### config.mk
export PLATFORM = sky130hd
export DESIGN_NAME = binary_fixed_to_decimal_ascii
export DESIGN_NICKNAME = d
export VERILOG_FILES = /design/src/rtl/core/bfda_pkg.sv /design/src/rtl/core/bfda_conv.sv /design/src/rtl/core/binary_fixed_to_decimal_ascii.sv
export SDC_FILE = /design/constraint.sdc
export NUM_CORES = 1
export LEC_CHECK = 0
export BUFFER_PORTS_ARGS = -buffer_cell sky130_fd_sc_hd__buf_2
export CORE_MARGIN = 3
export CORE_UTILIZATION = 60
export CTS_CLUSTER_SIZE = 16
export DETAILED_ROUTE_END_ITERATION = 16
export PLACE_DENSITY = 0.77
export SLEW_MARGIN = 10
export SYNTH_ARGS = -nofsm -noshare
export SYNTH_HDL_FRONTEND = slang
export SYNTH_SLANG_ARGS = --single-unit
### constraint.sdc
create_clock -name clk -period 6.65 [get_ports clk]
set_input_delay 1.33 -clock clk [delete_from_list [all_inputs] [get_ports clk]]
set_output_delay 1.33 -clock clk [all_outputs]
set_load 0.1 [all_outputs]
### src/rtl/core/bfda_pkg.sv
package bfda_pkg;

    localparam int unsigned CHARS_PER_RUN = 6;
    localparam int unsigned CHAR_W        = 8;
    localparam int unsigned IDX_W         = 3;

    // Values at or above this round past 999.99
    localparam logic [31:0] OVF_LIMIT  = 32'd255999;
    // 1000/256 reduced to 125/32
    localparam logic [24:0] SCALE_NUM  = 25'd125;
    localparam int unsigned SCALE_SHIFT = 5;
    localparam logic [19:0] ROUND_HALF = 20'd5;

    // floor(x/10) = (x * ceil(2^24/10)) >> 24, exact for x < 2^22
    localparam logic [40:0] DIV10_MUL   = 41'd1677722;
    localparam int unsigned DIV10_SHIFT = 24;

    localparam logic [7:0] ASCII_ZERO  = 8'h30;
    localparam logic [7:0] ASCII_SPACE = 8'h20;
    localparam logic [7:0] ASCII_DOT   = 8'h2E;
    localparam logic [7:0] ASCII_STAR  = 8'h2A;

    typedef logic [CHAR_W-1:0] char_t;

    typedef struct packed {
        logic                          overflow;
        logic [CHARS_PER_RUN-1:0][7:0] chars;   // chars[0] is shown first
    } bfda_text_t;

    function automatic logic [16:0] div10(input logic [19:0] x);
        logic [40:0] p;
        p = {21'b0, x} * DIV10_MUL;
        return p[DIV10_SHIFT+16:DIV10_SHIFT];
    endfunction

    // x - 10*q, where q = floor(x/10); only the low nibble is meaningful
    function automatic logic [3:0] rem10(input logic [19:0] x, input logic [19:0] q);
        logic [19:0] t;
        t = x - ((q << 3) + (q << 1));
        return t[3:0];
    endfunction

endpackage

### src/rtl/core/bfda_conv.sv
module bfda_conv
(
    input  logic                clk,
    input  logic                rst_n,
    input  logic                in_valid,
    output logic                in_ready,
    input  logic [31:0]         value,
    output logic                text_valid,
    input  logic                text_ready,
    output bfda_pkg::bfda_text_t text
);
    import bfda_pkg::*;

    // stage valids
    logic v1_reg, v2_reg, v3_reg, v4_reg, v5_reg, v6_reg;
    logic rdy1, rdy2, rdy3, rdy4, rdy5, rdy6;

    // stage payloads
    logic        ovf1_reg, ovf2_reg, ovf3_reg, ovf4_reg, ovf5_reg;
    logic [19:0] q1_reg;          // floor(v*125/32)
    logic [16:0] r2_reg;          // rounded hundredths
    logic [13:0] r3_reg;          // r/10
    logic [10:0] r4_reg;          // r/100
    logic [7:0]  r5_reg;          // r/1000
    logic [3:0]  d4_3_reg, d4_4_reg, d4_5_reg;
    logic [3:0]  d3_4_reg, d3_5_reg;
    logic [3:0]  d2_5_reg;
    bfda_text_t  text_reg;

    logic [24:0] prod1;
    logic [19:0] q1_next;
    logic [19:0] x2;
    logic [16:0] r2_next;
    logic [16:0] quo3, quo4, quo5, quo6;
    logic [3:0]  d0, d1;
    logic        hundreds_blank;
    bfda_text_t  text_next;

    assign rdy6     = !v6_reg || text_ready;
    assign rdy5     = !v5_reg || rdy6;
    assign rdy4     = !v4_reg || rdy5;
    assign rdy3     = !v3_reg || rdy4;
    assign rdy2     = !v2_reg || rdy3;
    assign rdy1     = !v1_reg || rdy2;
    assign in_ready = rdy1;

    // only the low 18 bits matter when the value is in range
    assign prod1   = {7'b0, value[17:0]} * SCALE_NUM;
    assign q1_next = prod1[SCALE_SHIFT+19:SCALE_SHIFT];

    assign x2      = q1_reg + ROUND_HALF;
    assign r2_next = div10(x2);

    assign quo3 = div10({3'b0, r2_reg});
    assign quo4 = div10({6'b0, r3_reg});
    assign quo5 = div10({9'b0, r4_reg});
    assign quo6 = div10({12'b0, r5_reg});
    assign d0   = quo6[3:0];
    assign d1   = rem10({12'b0, r5_reg}, {3'b0, quo6});

    always_comb
    begin
        hundreds_blank     = (d0 == 4'd0);
        text_next.overflow = ovf5_reg;
        if (ovf5_reg)
        begin
            text_next.chars[0] = ASCII_STAR;
            text_next.chars[1] = ASCII_STAR;
            text_next.chars[2] = ASCII_STAR;
            text_next.chars[3] = ASCII_DOT;
            text_next.chars[4] = ASCII_STAR;
            text_next.chars[5] = ASCII_STAR;
        end
        else
        begin
            text_next.chars[0] = hundreds_blank ? ASCII_SPACE : (ASCII_ZERO | {4'b0, d0});
            text_next.chars[1] = (hundreds_blank && d1 == 4'd0) ? ASCII_SPACE
                                                                 : (ASCII_ZERO | {4'b0, d1});
            text_next.chars[2] = ASCII_ZERO | {4'b0, d2_5_reg};
            text_next.chars[3] = ASCII_DOT;
            text_next.chars[4] = ASCII_ZERO | {4'b0, d3_5_reg};
            text_next.chars[5] = ASCII_ZERO | {4'b0, d4_5_reg};
        end
    end

    always_ff @(posedge clk or negedge rst_n)
    begin
        if (!rst_n)
        begin
            v1_reg <= 1'b0;
            v2_reg <= 1'b0;
            v3_reg <= 1'b0;
            v4_reg <= 1'b0;
            v5_reg <= 1'b0;
            v6_reg <= 1'b0;
        end
        else
        begin
            if (rdy1) v1_reg <= in_valid;
            if (rdy2) v2_reg <= v1_reg;
            if (rdy3) v3_reg <= v2_reg;
            if (rdy4) v4_reg <= v3_reg;
            if (rdy5) v5_reg <= v4_reg;
            if (rdy6) v6_reg <= v5_reg;
        end
    end

    always_ff @(posedge clk)
    begin
        if (rdy1 && in_valid)
        begin
            q1_reg   <= q1_next;
            ovf1_reg <= (value >= OVF_LIMIT);
        end
        if (rdy2 && v1_reg)
        begin
            r2_reg   <= r2_next;
            ovf2_reg <= ovf1_reg;
        end
        if (rdy3 && v2_reg)
        begin
            r3_reg   <= quo3[13:0];
            d4_3_reg <= rem10({3'b0, r2_reg}, {3'b0, quo3});
            ovf3_reg <= ovf2_reg;
        end
        if (rdy4 && v3_reg)
        begin
            r4_reg   <= quo4[10:0];
            d3_4_reg <= rem10({6'b0, r3_reg}, {3'b0, quo4});
            d4_4_reg <= d4_3_reg;
            ovf4_reg <= ovf3_reg;
        end
        if (rdy5 && v4_reg)
        begin
            r5_reg   <= quo5[7:0];
            d2_5_reg <= rem10({9'b0, r4_reg}, {3'b0, quo5});
            d3_5_reg <= d3_4_reg;
            d4_5_reg <= d4_4_reg;
            ovf5_reg <= ovf4_reg;
        end
        if (rdy6 && v5_reg)
        begin
            text_reg <= text_next;
        end
    end

    assign text_valid = v6_reg;
    assign text       = text_reg;

endmodule

### src/rtl/core/binary_fixed_to_decimal_ascii.sv
// Path: an accepted value runs through six conversion stages, then into the serializer.
// Throughput: the character serializer sends one character per cycle while
// m_axis_tready is high, and each value yields six. The 6-stage conversion
// pipeline takes a value every cycle until it fills behind the serializer.
// Reset: rst_n clears all valid bits and the serializer count; no output is pending.
module binary_fixed_to_decimal_ascii
(
    input  logic        clk,
    input  logic        rst_n,
    // input stream
    input  logic        s_axis_tvalid,
    output logic        s_axis_tready,
    input  logic [31:0] s_axis_tdata,   // [31:0] value
    // output stream
    output logic        m_axis_tvalid,
    input  logic        m_axis_tready,
    output logic [7:0]  m_axis_tdata,   // [7:0] character
    output logic        m_axis_tlast,   // last character of the run
    output logic        m_axis_tuser    // [0] overflow
);
    import bfda_pkg::*;

    // Pipeline: floor(v*125/32) -> round to hundredths -> three digit peels by
    // reciprocal multiply -> last two digits and ASCII formatting.
    logic       text_valid;
    logic       text_ready;
    bfda_text_t text;

    bfda_conv u_conv
    (
        .clk        (clk),
        .rst_n      (rst_n),
        .in_valid   (s_axis_tvalid),
        .in_ready   (s_axis_tready),
        .value      (s_axis_tdata),
        .text_valid (text_valid),
        .text_ready (text_ready),
        .text       (text)
    );

    // Serializer: a shift register of six characters; the head always drives tdata,
    // so the output comes straight from flops.
    logic                          busy_reg;
    logic [IDX_W-1:0]              idx_reg;
    logic [CHARS_PER_RUN-1:0][7:0] chars_reg;
    logic                          ovf_reg;
    logic                          at_last;
    logic                          out_fire;
    logic                          load;

    assign at_last    = (idx_reg == IDX_W'(CHARS_PER_RUN - 1));
    assign out_fire   = busy_reg && m_axis_tready;
    // take the next run when empty or while the final character leaves
    assign text_ready = !busy_reg || (out_fire && at_last);
    assign load       = text_ready && text_valid;

    always_ff @(posedge clk or negedge rst_n)
    begin
        if (!rst_n)
        begin
            busy_reg <= 1'b0;
            idx_reg  <= '0;
        end
        else
        begin
            if (load)
            begin
                busy_reg <= 1'b1;
                idx_reg  <= '0;
            end
            else if (out_fire)
            begin
                if (at_last)
                begin
                    busy_reg <= 1'b0;
                    idx_reg  <= '0;
                end
                else
                begin
                    idx_reg <= idx_reg + 1'b1;
                end
            end
        end
    end

    always_ff @(posedge clk)
    begin
        if (load)
        begin
            chars_reg <= text.chars;
            ovf_reg   <= text.overflow;
        end
        else if (out_fire)
        begin
            chars_reg <= {8'h00, chars_reg[CHARS_PER_RUN-1:1]};
        end
    end

    assign m_axis_tvalid = busy_reg;
    assign m_axis_tdata  = chars_reg[0];
    assign m_axis_tlast  = at_last;
    assign m_axis_tuser  = ovf_reg;

endmodule
# After elaboration in Yosys (flattened, before gate mapping)
# Cells that the tools add are included.
op_classes:
  n_addsub: 10
  n_mul: 6
  order_cmp: 1
  n_eq_ne: 1
  muxes: 11
  n_reduce_logical: 31
ops:
  columns: ["cell", "n"]
  rows:
  - ["48-bit two-way mux", 2]
  - ["45-bit two-way mux", 1]
  - ["20-bit by 20-bit multiplier with 40-bit output (second input constant)", 1]
  - ["17-bit by 20-bit multiplier with 37-bit output (second input constant)", 1]
  - ["14-bit by 20-bit multiplier with 34-bit output (second input constant)", 1]
  - ["32-bit by 18-bit greater-or-equal comparator with 1-bit output (second input constant)", 1]
  - ["11-bit by 20-bit multiplier with 31-bit output (second input constant)", 1]
  - ["8-bit by 20-bit multiplier with 27-bit output (second input constant)", 1]
  - ["18-bit by 7-bit multiplier with 25-bit output (second input constant)", 1]
  - ["20-bit by 3-bit adder with 20-bit output (second input constant)", 1]
  - ["4-bit adder", 4]
  - ["4-bit subtractor", 4]
  - ["1-bit logical AND", 10]
  - ["5-bit two-way mux", 2]
  - ["3-bit two-way mux", 3]
  - ["4-bit logical NOT", 2]
  - ["1-bit logical NOT", 7]
  - ["1-bit logical OR", 7]
  - ["2-bit nonzero test", 2]
  - ["2-bit OR reduction", 2]
  - ["3-bit by 1-bit adder with 3-bit output (second input constant)", 1]
  - ["3-bit equality test (second input constant)", 1]
  - ["1-bit two-way mux", 3]
  - ["2-bit AND reduction", 1]
totals:
  ff_bits: 207
  in_bits: 36

# Longest topological paths before layout
logic_depth:
  word_depth: 10
  mapped_depth: 29
  depth_no_buf: 29

# Cells and area by module
# A second synthesis with hierarchy kept.
hier_totals:
  hier_cells: 2525
  hier_area_um2: 28337.2
by_module_without_submodules:
  columns: ["mod", "instances", "cells_per_inst", "area_per_inst_um2"]
  rows:
  - ["bfda_conv", 1, 2389, 26046.2]
  - ["binary_fixed_to_decimal_ascii", 1, 136, 2290.9]

# Least setup slack after synthesis
# OpenSTA, ideal clock, no wires.
synth_path:
  kind: "reg2reg"
  from: "reg u_conv.q1_reg[0]"
  to: "reg u_conv.r2_reg[11] (data pin)"
  setup_time_ns: 0.265
  t_arrival_ns: 6.753
  slack_ns: -0.368
  path_stages_with_launch: 28
  path_buffers: 0
  cell_sequence: "edfxtp_1 > a21oi_1 > nor4b_1 > nand4_1 > nor2_1 > xnor2_1 > inv_1 > ha_1 > xor2_1 > ha_1 > ha_1 > inv_1 > fa_1 > inv_1 > fa_1 > fa_1 > inv_1 > fa_1 > inv_1 > ha_1 > a211o_1 > a21oi_1 > a221oi_1 > o21ai_0 > o211ai_1 > a31oi_1 > o21ai_0 > xor2_1"
synth_between:
  elab_chain_cells: 2
synth_rtl:
  columns: ["element", "line_no", "rtl"]
  rows:
  - ["from (decl)", "bfda_conv.sv:20", "logic [19:0] q1_reg;"]
  - ["from (signal assigned)", "bfda_conv.sv:112", "q1_reg <= q1_next;"]
  - ["20-bit by 3-bit adder with 20-bit output", "bfda_conv.sv:51", "assign x2 = q1_reg + ROUND_HALF;"]
  - ["20-bit by 20-bit multiplier with 40-bit output", "bfda_pkg.sv:32", "p = {21'b0, x} * DIV10_MUL;"]
  - ["net u_conv.r2_next[11]", "bfda_conv.sv:33", "logic [16:0] r2_next;"]
  - ["to (signal assigned)", "bfda_conv.sv:117", "r2_reg <= r2_next;"]
  - ["to (decl)", "bfda_conv.sv:21", "logic [16:0] r2_reg;"]
# The timed path passes the listed nets, and every way through them passes these cells.
# A chain may end at the register's enable or synchronous reset.

# Worst setup path after layout
layout_path:
  from: "reg u_conv.q1_reg[1]"
  to: "reg u_conv.r2_reg[15] (data pin)"
# The elaborated chain is that of the path after synthesis.

==> reports/metrics.yaml <==
ioPinCount: 48
holdPathStages: 0
dr_wl_met2_mm: 30.8
grt_pass1_wl_mm: 97.8
antennaDiodeCount: 0
timing.final.crit_share_pct: 106
clk_pin_slew_ps: 80
rsz0062_at_grt: "yes"
synthArstFlopShare_pct: 5.88
ys_seq_elements: 170
cts_buffers: 17
antenna_found_initial: 0
holdWs_ps: 424
r2r_start: "u_conv.q1_reg[1]"
clockBufferDepth: 2
route.detailed.drc: 0
met1_length_mm: 25.8
netlist_area_um2: 27600
die_y_um: 221
hpwl_mm: 51.3
synth_top_area_cell: "ha_1"
viasPerCell: 5.47
cpMostUsedCell: "inv_2"
placementRows: 78
reg2reg_depth: 30
dr.pass1.iters: 5
post_dp_cell_area_um2: 29800
cp.required_ps: 6950
min_to: "u_conv.ovf4_reg"
wl_per_cell_um: 18.1
die_area_um2: 48700
hold_path.class: "flip-flop to flip-flop"
num_vias: 18060
clkSinkCount: 170
largest_register_ff_count: 30
highest_layer: "met4"
worst_pin_slew_ps: 1110
syn_to_final_growth_pct: 12.4
finalNetCount: 3744
synth.most_common_cell: "ha_1"
endpoint_kind: "flip-flop"
grt_max_degree: 40
coreArea_um2: 45500
critPathTopFamily: "adder cells"
synth_top_area_share_pct: 28.6
antenna_left: 0
setup_viol: 16
fin_skew_ps: 25.6
place.port_buffers: 45
synth_edf_count: 160
violations: "negative setup slack"
timing.rr.end: "u_conv.r2_reg[15]"
yosys.cell_types.count: 71
cp-start-kind: "flip-flop"
max_stage_delay_ps: 520
htreeDepth: 4
cts_tree: "done"
gp_congestion: 0.960
synth_common_cells: "ha_1 (631), inv_1 (577), fa_1 (389), edfxtp_1 (160), xnor2_1 (88)"
ys_warn_count: 0
layout-drive-gt1-share_pct: 14.6
first_global_vias: 19781
timing.final.crit_period_ps: 7080
wl_mm: 59.8
grt_usage_pct: 25.4
clk_latency_ps: 470
drtIter0Drc: 879
critPathMaxFanout: 4
start_util_pct: 60.8
wl_met3_mm: 1.84
syn_inst: 2478
fmax_mhz: 141
setup_tns_ps: -4600
fin_ws_ps: -429
final_area_um2: 31100
synth_flop_cell: "edfxtp_1"
cts_root_buf: "clkbuf_16"
die_width_um: 221
status: "complete, but fails checks"
crit_arrival_ps: 7380
drv_cap: 0
grt_overflow: 0
maxSlewViolCount: 0
path_buf_inv: 10
ys_top_cells_by_area: "ha_1 (29%), fa_1 (28%), edfxtp_1 (17%), inv_1 (7.8%), xnor2_1 (2.8%)"
path_class: "flip-flop to flip-flop"
yosysSeqAreaShare_pct: 18.3
hold_violations: 0
worstHoldStart: "u_conv.ovf3_reg"
critPathSlowestCell: "fa_2"
synth_area_per_cell_um2: 11.2
regToRegSetupSlack_ps: -430
relSlewSlack_pct: 26.2
## worst max-delay path by stage
stage | cells past startpoint | endpoint | slack, ps | startpoint
after CTS | 29 | u_conv.r2_reg[15] | -330 | u_conv.q1_reg[0]
after global placement | 26 | u_conv.r2_reg[15] | -310 | u_conv.q1_reg[1]
after floorplan | 27 | u_conv.r2_reg[11] | -9 | u_conv.q1_reg[0]
after detailed placement | 27 | u_conv.r2_reg[15] | -560 | u_conv.q1_reg[1]
final | 30 | u_conv.r2_reg[15] | -430 | u_conv.q1_reg[1]
after global routing | 28 | u_conv.r2_reg[15] | -680 | u_conv.q1_reg[1]
## kinds of logic (layout without fill, tap and decap cells)
| kind of cell | count (synthesis) | count (layout) | synth area share, % |
|---|---|---|---|
| AND/OR/NAND/NOR | 302 | 302 | 5.64 |
| buffers and inverters | 592 | 814 | 8.15 |
| XOR/XNOR | 132 | 132 | 4.18 |
| AO/OA/AOI/OAI | 241 | 241 | 6.16 |
| multiplexers | 20 | 20 | 0.806 |
| adder cells (fa/ha/maj) | 1020 | 1020 | 56.8 |
| other | 1 | 2 | 0.0136 |
| flip-flops | 170 | 170 | 18.3 |
## metal layers
layer  vias up  track usage [%]
li1       8601                -
met1      9091             33.5
met2       290             45.2
met3        78             3.14
met4         0             5.99
met5         -                0
## layout make-up
type	count	area [um2]
clock buffer	18	429
clock inverter	14	133
fill	3266	14400
inverter	577	2170
multi-input combinational	1717	21100
sequential	170	5050
tap	600	751
timing repair buffer	205	1460
## metrics by stage
stage | setup slack (ps) | std cells | util (%)
after floorplan | -9.45 | 2479 | -
after global placement | -305 | 3237 | 65.5
after detailed placement | -564 | 3237 | 65.5
after CTS | -330 | 3283 | 67.4
after global routing | -678 | 3301 | 68.3
final | -429 | 3301 | 68.3
## cells in the final DEF (no fill, tap or decap), types with 19 or more instances in the layout
cell type and n:
ha_1 611, inv_1 558, fa_1 380, edfxtp_1 160, buf_4 150, xnor2_1 75
nand2_1 64, nor2_1 56, a21oi_1 50, buf_2 45, xor2_1 42, a21o_1 30
o21ai_0 28, or2_2 23, nand3_1 21, nor3_1 19
## repair_timing
item / 4_1_cts / 5_1_grt
setup endpoints to repair: 18 / 18
buffers inserted: 14 / 18
endpoints found under the hold margin: 0 / 0
hold buffers: 0 / 0
gates resized for setup: 38 / 64
pin swaps: 38 / 40
Power is left out: the tool's default activity adds up to more than one toggle a clock period on the data nets, which glitch-free logic cannot reach.
